File: src/hdl/dspb_pkg.sv
package dspb_pkg;

    localparam int DATA_W     = 32;
    localparam int CNT_W      = 6;
    localparam int LIMIT_W    = 31;
    localparam int CFG_IDX_W  = 1;
    localparam int CFG_DATA_W = 31;

    localparam logic [DATA_W-1:0]    END_MARK  = 32'hFFFF_FFFF;
    localparam logic [LIMIT_W-1:0]   RST_LIMIT = 31'd1000;
    localparam int                   RST_CAP   = 32;

    localparam logic [CFG_IDX_W-1:0] REG_USED_CAPACITY = 1'd0;
    localparam logic [CFG_IDX_W-1:0] REG_SMALL_LIMIT   = 1'd1;

    typedef enum logic {
        S_LOAD,
        S_DRAIN
    } t_state;

    typedef struct packed {
        logic push;
        logic step;
    } t_cmd;

    typedef struct packed {
        logic end_mark;
        logic met;
        logic meets_after;
        logic empty;
        logic last;
    } t_status;

endpackage

File: src/hdl/dspb_ctrl.sv
module dspb_ctrl (
    input  logic             i_clk,
    input  logic             i_rst_n,
    input  logic             start,
    output logic             busy,
    input  dspb_pkg::t_status i_status,
    output dspb_pkg::t_cmd    o_cmd
);

    dspb_pkg::t_state r_state;
    dspb_pkg::t_state n_state;
    logic             accept;

    always_ff @(posedge i_clk) begin
        if (!i_rst_n) begin
            r_state <= dspb_pkg::S_LOAD;
        end else begin
            r_state <= n_state;
        end
    end

    always_comb begin
        n_state    = r_state;
        o_cmd.push = 1'b0;
        o_cmd.step = 1'b0;
        busy       = 1'b0;
        accept     = 1'b0;
        unique case (r_state)
            dspb_pkg::S_LOAD: begin
                accept     = start;
                o_cmd.push = accept && !i_status.end_mark && !i_status.met;
                if (accept && (i_status.end_mark || i_status.met || i_status.meets_after)) begin
                    n_state = dspb_pkg::S_DRAIN;
                end
            end
            dspb_pkg::S_DRAIN: begin
                busy = 1'b1;
                if (i_status.empty) begin
                    n_state = dspb_pkg::S_LOAD;
                end else begin
                    o_cmd.step = 1'b1;
                    if (i_status.last) begin
                        n_state = dspb_pkg::S_LOAD;
                    end
                end
            end
            default: n_state = dspb_pkg::S_LOAD;
        endcase
    end

    a_empty_ends: assert property (@(posedge i_clk) disable iff (!i_rst_n)
        (r_state == dspb_pkg::S_DRAIN && i_status.empty) |=> r_state == dspb_pkg::S_LOAD)
        else $error("drain with empty stacks did not return to load");

    a_no_push_in_drain: assert property (@(posedge i_clk) disable iff (!i_rst_n)
        r_state == dspb_pkg::S_DRAIN |-> !o_cmd.push)
        else $error("push issued during drain");

    a_step_only_drain: assert property (@(posedge i_clk) disable iff (!i_rst_n)
        o_cmd.step |-> busy && !i_status.empty)
        else $error("drain step without stored values");

endmodule

File: src/hdl/dspb_dp.sv
module dspb_dp #(
    parameter int STORE_DEPTH = 32
) (
    input  logic                                 i_clk,
    input  logic                                 i_rst_n,
    input  logic                                 i_cfg_we,
    input  logic [dspb_pkg::CFG_IDX_W-1:0]       i_cfg_idx,
    input  logic [dspb_pkg::CFG_DATA_W-1:0]      i_cfg_wdata,
    input  logic signed [dspb_pkg::DATA_W-1:0]   i_value,
    input  dspb_pkg::t_cmd                       i_cmd,
    output dspb_pkg::t_status                    o_status,
    output logic                                 o_strobe,
    output logic signed [dspb_pkg::DATA_W-1:0]   o_out_value,
    output logic                                 o_from_high_stack,
    output logic                                 o_last_of_run
);

    localparam int AW = (STORE_DEPTH > 1) ? $clog2(STORE_DEPTH) : 1;
    localparam int RST_UC = (STORE_DEPTH < dspb_pkg::RST_CAP) ? STORE_DEPTH
                                                               : dspb_pkg::RST_CAP;
    localparam logic [dspb_pkg::CNT_W:0] DEPTH_C = (dspb_pkg::CNT_W + 1)'(STORE_DEPTH);

    logic [dspb_pkg::DATA_W-1:0]   r_mem [STORE_DEPTH];
    logic [dspb_pkg::CNT_W-1:0]    r_uc;
    logic [dspb_pkg::CNT_W-1:0]    n_uc;
    logic [dspb_pkg::LIMIT_W-1:0]  r_limit;
    logic [dspb_pkg::CNT_W-1:0]    r_low_top;
    logic [dspb_pkg::CNT_W-1:0]    n_low_top;
    logic [dspb_pkg::CNT_W-1:0]    r_high_top;
    logic [dspb_pkg::CNT_W-1:0]    n_high_top;
    logic [dspb_pkg::CNT_W-1:0]    uc_m1;
    logic [dspb_pkg::CNT_W-1:0]    high_p1;
    logic [dspb_pkg::CNT_W-1:0]    rd_ptr;
    logic [dspb_pkg::CNT_W-1:0]    wr_ptr;
    logic [dspb_pkg::CNT_W:0]      cap_req;
    logic                          is_low;
    logic                          rd_high;
    logic                          r_strobe;
    logic [dspb_pkg::DATA_W-1:0]   r_rd_data;
    logic                          r_from_high;
    logic                          r_last;

    assign uc_m1   = r_uc - 1'b1;
    assign high_p1 = r_high_top + 1'b1;
    assign is_low  = $unsigned(i_value) < {1'b0, r_limit};
    assign wr_ptr  = is_low ? r_low_top : r_high_top;
    assign rd_high = (r_low_top == '0);
    assign rd_ptr  = rd_high ? high_p1 : r_low_top - 1'b1;
    assign cap_req = {1'b0, i_cfg_wdata[dspb_pkg::CNT_W-1:0]};

    always_comb begin
        o_status.end_mark    = ($unsigned(i_value) == dspb_pkg::END_MARK);
        o_status.met         = (r_high_top <= r_low_top);
        o_status.meets_after = (r_high_top == r_low_top + 1'b1);
        o_status.empty       = (r_low_top == '0) && (r_high_top == uc_m1);
        o_status.last        = ((r_low_top == dspb_pkg::CNT_W'(1)) && (r_high_top == uc_m1))
                            || ((r_low_top == '0) && (high_p1 == uc_m1));
    end

    always_comb begin
        priority if (cap_req == '0) begin
            n_uc = dspb_pkg::CNT_W'(1);
        end else if (cap_req > DEPTH_C) begin
            n_uc = dspb_pkg::CNT_W'(STORE_DEPTH);
        end else begin
            n_uc = cap_req[dspb_pkg::CNT_W-1:0];
        end
    end

    always_comb begin
        n_low_top  = r_low_top;
        n_high_top = r_high_top;
        priority if (i_cfg_we && i_cfg_idx == dspb_pkg::REG_USED_CAPACITY) begin
            n_low_top  = '0;
            n_high_top = n_uc - 1'b1;
        end else if (i_cmd.push) begin
            if (is_low) begin
                n_low_top = r_low_top + 1'b1;
            end else begin
                n_high_top = r_high_top - 1'b1;
            end
        end else if (i_cmd.step) begin
            if (rd_high) begin
                n_high_top = high_p1;
            end else begin
                n_low_top = r_low_top - 1'b1;
            end
        end
    end

    always_ff @(posedge i_clk) begin
        if (!i_rst_n) begin
            r_uc       <= dspb_pkg::CNT_W'(RST_UC);
            r_limit    <= dspb_pkg::RST_LIMIT;
            r_low_top  <= '0;
            r_high_top <= dspb_pkg::CNT_W'(RST_UC - 1);
            r_strobe   <= 1'b0;
        end else begin
            if (i_cfg_we && i_cfg_idx == dspb_pkg::REG_USED_CAPACITY) begin
                r_uc <= n_uc;
            end
            if (i_cfg_we && i_cfg_idx == dspb_pkg::REG_SMALL_LIMIT) begin
                r_limit <= i_cfg_wdata;
            end
            r_low_top  <= n_low_top;
            r_high_top <= n_high_top;
            r_strobe   <= i_cmd.step;
        end
    end

    always_ff @(posedge i_clk) begin
        if (i_cmd.push) begin
            r_mem[wr_ptr[AW-1:0]] <= i_value;
        end
        if (i_cmd.step) begin
            r_rd_data   <= r_mem[rd_ptr[AW-1:0]];
            r_from_high <= rd_high;
            r_last      <= o_status.last;
        end
    end

    assign o_strobe          = r_strobe;
    assign o_out_value       = r_rd_data;
    assign o_from_high_stack = r_from_high;
    assign o_last_of_run     = r_strobe && r_last;

    a_tops_order: assert property (@(posedge i_clk) disable iff (!i_rst_n)
        r_low_top <= r_high_top)
        else $error("low top passed high top");

    a_high_in_range: assert property (@(posedge i_clk) disable iff (!i_rst_n)
        r_high_top < r_uc)
        else $error("high top outside used capacity");

    a_strobe_follows_step: assert property (@(posedge i_clk) disable iff (!i_rst_n)
        i_cmd.step |=> r_strobe)
        else $error("drain step produced no transfer");

endmodule

File: src/hdl/dual_stack_partition_buffer.sv
// Two stacks share one store: small non-negative values (below small_limit) go on the low
// stack, all others on the high stack. An item is taken when start is high and busy is low.
// The value -1, or a push that makes the two tops meet, ends the load: busy then stays high,
// also if nothing is stored, while the single read port of the store is walked, low stack
// newest first, then high stack newest first. Each result is shown for one cycle under
// o_strobe, in the cycle after its read, and is not held; o_last_of_run marks the final one.
// Write used_capacity or small_limit only while busy is low and no result is pending;
// writing used_capacity empties both stacks.
module dual_stack_partition_buffer #(
    parameter int STORE_DEPTH = 32
) (
    input  logic                               i_clk,
    input  logic                               i_rst_n,
    input  logic                               start,
    output logic                               busy,
    input  logic signed [dspb_pkg::DATA_W-1:0] i_value,
    input  logic                               i_cfg_we,
    input  logic [dspb_pkg::CFG_IDX_W-1:0]     i_cfg_idx,
    input  logic [dspb_pkg::CFG_DATA_W-1:0]    i_cfg_wdata,
    output logic                               o_strobe,
    output logic signed [dspb_pkg::DATA_W-1:0] o_out_value,
    output logic                               o_from_high_stack,
    output logic                               o_last_of_run
);

    dspb_pkg::t_cmd    cmd;
    dspb_pkg::t_status status;

    dspb_ctrl u_ctrl (
        .i_clk    (i_clk),
        .i_rst_n  (i_rst_n),
        .start    (start),
        .busy     (busy),
        .i_status (status),
        .o_cmd    (cmd)
    );

    dspb_dp #(
        .STORE_DEPTH (STORE_DEPTH)
    ) u_dp (
        .i_clk             (i_clk),
        .i_rst_n           (i_rst_n),
        .i_cfg_we          (i_cfg_we),
        .i_cfg_idx         (i_cfg_idx),
        .i_cfg_wdata       (i_cfg_wdata),
        .i_value           (i_value),
        .i_cmd             (cmd),
        .o_status          (status),
        .o_strobe          (o_strobe),
        .o_out_value       (o_out_value),
        .o_from_high_stack (o_from_high_stack),
        .o_last_of_run     (o_last_of_run)
    );

endmodule

File: config.mk
export PLATFORM = sky130hd
export DESIGN_NAME = dual_stack_partition_buffer
export DESIGN_NICKNAME = d
export VERILOG_FILES = /design/src/hdl/dspb_pkg.sv /design/src/hdl/dspb_ctrl.sv /design/src/hdl/dspb_dp.sv /design/src/hdl/dual_stack_partition_buffer.sv
export SDC_FILE = /design/constraint.sdc
export NUM_CORES = 1
export LEC_CHECK = 0
export BUFFER_PORTS_ARGS = -buffer_cell sky130_fd_sc_hd__buf_2
export CAP_MARGIN = 5
export CORE_MARGIN = 2
export CORE_UTILIZATION = 25
export DETAILED_ROUTE_END_ITERATION = 10
export SETUP_SLACK_MARGIN = 0.05
export SLEW_MARGIN = 15
export SYNTH_ARGS = -nofsm -noshare
export SYNTH_HDL_FRONTEND = slang
export SYNTH_SLANG_ARGS = --single-unit
File: constraint.sdc
create_clock -name i_clk -period 8.7 [get_ports i_clk]
set_input_delay 1.74 -clock i_clk [delete_from_list [all_inputs] [get_ports i_clk]]
set_output_delay 1.74 -clock i_clk [all_outputs]
set_load 0.03 [all_outputs]
==> results.py <==
metrics = {
    "status": {
        "outcome": "finished clean",
    },
    "sta": {
        "worst_slack_ns": 3.12,
        "slew_violations": 0,
        "tightest_slew_ns": 1.15,
        "final.period_utilization": 0.642,
        "timing.fmax_ghz": 0.179,
        "final.setup_skew_ns": 0.0401,
        "setup_viol": 0,
        "rsz0062_at_grt": "false",
        "finalSetupTns_ns": 0,
        "slew_headroom": 0.233,
        "hold_violations": 0,
        "finalCriticalPeriod_ns": 5.58,
    },
    "worst_setup_path": {
        "r2r_start": "u_dp.r_low_top[0]",
        "crit_family": "compound AO/OA/AOI/OAI gates",
        "regToRegEndpoint": "u_dp.o_out_value[27]",
        "reg2reg_slack_ns": 3.77,
        "cpPeakStageDelay_ns": 0.77,
        "worstPathArrival_ns": 5.92,
        "crit_buf_inv": 2,
        "worstRegToRegCells": 9,
        "crit_chain": "buf_2 -> ha_1 -> a21o_1 -> a211o_1 -> a2111oi_4 -> o211ai_1 -> a21oi_2 -> mux2_1 -> nor3_2 -> buf_4",
        "required_ns": 9.03,
        "crit_fanout": 34,
        "endpoint_kind": "flop",
        "critPathLaunchType": "primary input",
        "slowest_stage": "a21oi_2",
        "critical_path_class": "primary input to flop",
    },
    "logic_synthesis": {
        "synth_seq_cells": 1109,
        "synth.avg_cell_area_sq_um": 17.6,
        "ys_warn_count": 0,
        "syn_inst": 2526,
        "ys_seq_area_frac": 0.738,
        "synthArstFlopShare": 0,
        "synthFlopType": "edfxtp_1",
        "synth_top_area_share": 0.715,
        "synth_cell_types": 75,
        "synth_top_cell_by_area": "edfxtp_1",
        "syn_area_sq_um": 44400,
        "synth_edf_count": 1058,
        "synth_nets": 2638,
        "synthTopCellsByArea": "edfxtp_1, mux4_2, nand2_1",
    },
    "routing": {
        "totalWireLength_mm": 113,
        "drt_pass1_iterations": 5,
        "via_per_inst": 4.59,
        "first_iter_violations": 2450,
        "drc": 0,
        "vias": 23443,
        "ant_nets": 0,
        "wl_per_cell_microns": 22.1,
    },
    "cts": {
        "cts_resized": 0,
        "cts_buffers": 107,
        "path_clk_slew_ns": 0.06,
        "cts_num_sinks": 1109,
        "h-tree-depth": 3,
        "cts_tree": "done",
        "clock_latency_ns": 0.73,
        "cts-root-buf": "clkbuf_16",
        "clk_path_buf_depth": 3,
        "cts_setup_buffers": 0,
        "hold_buffers": 0,
    },
    "min_path": {
        "hold_depth": 2,
        "min_to": "u_dp.r_limit[2]",
        "hp-class": "flop to flop",
        "hp-start": "u_dp.r_limit[2]",
    },
    "floorplanning": {
        "die_w_microns": 425,
        "initial_core_util": 0.252,
        "rows": 154,
        "dieArea_sq_um": 181000,
        "core_area_sq_um": 176000,
        "die_h_microns": 425,
        "ios": 104,
    },
    "place": {
        "hpwlAfterDp_mm": 68.7,
        "io_buffers": 103,
        "post_dp_cell_area_sq_um": 48000,
        "dp_cells": 4900,
        "finalWeightedCongestion": 0.834,
        "detailedPlace.worstSlack_ns": 2.46,
    },
    "run": {
        "cap_viol_max_count": 0,
    },
    "cells_and_area": {
        "multi_input_area_sq_um": 11000,
        "area_growth_pct": 15.8,
        "nFillCells": 17300,
        "seqCellArea_sq_um": 32800,
        "drive_above_1_share": 0.211,
        "final_cells": 5106,
        "postLayoutCellArea_sq_um": 51400,
        "nets": 2781,
    },
    "grt": {
        "grt_pass1_wl_mm": 162,
        "grt_start_max_net_pins": 187,
        "grt_pass1_vias": 23080,
        "grt_usage": 0.122,
        "antenna_found_initial": 25,
        "globalRouteOverflowTotal": 0,
    },
    "power": {
        "ir_drop_mv": 0.252,
        "powerDensity_nw_per_um2": 274,
        "switching_share": 0.302,
        "pwr-share-seq": 0.430,
        "power_leakage_uw": 0.0162,
        "internal_power_uw": 9830,
        "combPwrFrac": 0.245,
        "power_uw": 14100,
        "p_switching_uw": 4250,
        "clkPwrFrac": 0.325,
    },
}
-- flip-flops by register name (all words and copies together), names as in the netlist --
| name | count |
|---|---|
| u_ctrl.r_state | 1 |
| u_dp.o_from_high_stack | 1 |
| u_dp.o_out_value | 32 |
| u_dp.o_strobe | 1 |
| u_dp.r_high_top | 6 |
| u_dp.r_last | 1 |
| u_dp.r_limit | 31 |
| u_dp.r_low_top | 6 |
| u_dp.r_mem | 1024 |
| u_dp.r_uc | 6 |
-- metal layers --
| layer | vias up | track usage | routed length [microns] |
|---|---|---|---|
| li1 | 10330 | - | - |
| met1 | 12191 | 0.173 | 50600 |
| met2 | 760 | 0.184 | 50800 |
| met3 | 152 | 0.0320 | 8740 |
| met4 | 10 | 0.0318 | 2450 |
| met5 | - | 0 | 62 |
-- kinds of logic (layout without fill, tap and decap cells) --
| group | Yosys count | count (layout) | share of synthesized area |
|---|---|---|---|
| flops | 1109 | 1109 | 0.738 |
| xor+xnor | 28 | 28 | 0.00552 |
| buf+inv | 190 | 426 | 0.0206 |
| other cells | 0 | 4 | 0 |
| mux | 278 | 278 | 0.117 |
| simple gates | 652 | 652 | 0.0674 |
| compound gates | 225 | 225 | 0.0386 |
| fa+ha+maj | 44 | 44 | 0.0124 |
-- power groups by stage --
stage	Sequential, uW	Combinational [uW]	Clock [uW]
6_report	6060	3450	4580
5_1_grt	6070	3720	4870
4_1_cts	6060	3520	4670
3_5_place_dp	6170	3510	0
3_3_place_gp	6170	3490	0
2_1_floorplan	6190	2280	0
-- worst max-delay path by stage --
| stage | startpoint | end | slack (ns) | cells past startpoint |
|---|---|---|---|---|
| after CTS | i_value[29] | u_dp.r_mem[20][6] | 3.21 | 10 |
| after global routing | i_value[29] | u_dp.r_mem[31][3] | 3.00 | 10 |
| final | i_value[29] | u_dp.r_mem[31][7] | 3.12 | 10 |
| after detailed placement | i_value[29] | u_dp.r_mem[20][15] | 2.46 | 10 |
| after global placement | i_value[29] | u_dp.r_mem[28][15] | 2.63 | 10 |
| after floorplan | i_value[29] | u_dp.r_mem[24][0] | 2.07 | 9 |
-- per-stage QoR --
step	hold WS [ns]	util
after floorplan	0.443	-
after global placement	0.456	0.272
after detailed placement	0.461	0.272
after CTS	0.470	0.292
after global routing	0.488	0.292
final	0.465	0.292
-- cell usage in the layout (no fill, tap or decap), types with 7 or more instances in the layout --
cell type  Yosys  final
clkbuf_16      0    107
nand3_1      146    145
bufinv_16      0      9
o211ai_1      38     38
mux2i_1       77     75
nor3_2         1     33
mux4_2       192    192
nor3_1        46     14
o21ai_0       15     15
dfxtp_1       51     51
clkbuf_1      61     17
and2_1         6      7
a22oi_1       34     34
edfxtp_1    1058   1058
nand4_1       47     47
inv_1         47     47
clkinv_2       0     24
ha_1          44     44
a21boi_0      29     29
buf_4         13     70
a21oi_1       18     18
xnor2_1       19     19
xor2_1         9      9
nor2_1        12      9
buf_2         38    103
o22a_1        32     32
nand2_1      346    346
clkinv_1       1     33
nor2b_1        8      8
-- tightest hold or removal path, delay by kind of cell, from the launching register on --
kind	cells	cell delay [ns]
DFF	1	0.31
and+or+nand+nor	1	0.04
AOI/OAI and AO/OA	1	0.06
-- final cells by class --
type	count	area share
Timing Repair Buffer	176	0.0214
Inverter	48	0.00350
Tap cell	2340	0.0569
Multi-Input combinational cell	1227	0.213
Clock buffer	124	0.0533
Sequential cell	1109	0.637
Clock inverter	78	0.0140
Antenna cell	4	0.000195
-- cell usage after synthesis, types with 15 or more instances --
library cell	count
xnor2_1	19
edfxtp_1	1058
buf_2	38
o22a_1	32
inv_1	47
ha_1	44
o21ai_0	15
mux4_2	192
nor3_1	46
nand4_1	47
mux2i_1	77
dfxtp_1	51
nand3_1	146
nand2_1	346
o211ai_1	38
a21boi_0	29
buf_1	16
a21oi_1	18
clkbuf_1	61
a22oi_1	34
Note: power is estimated with default switching activity, not from simulation.
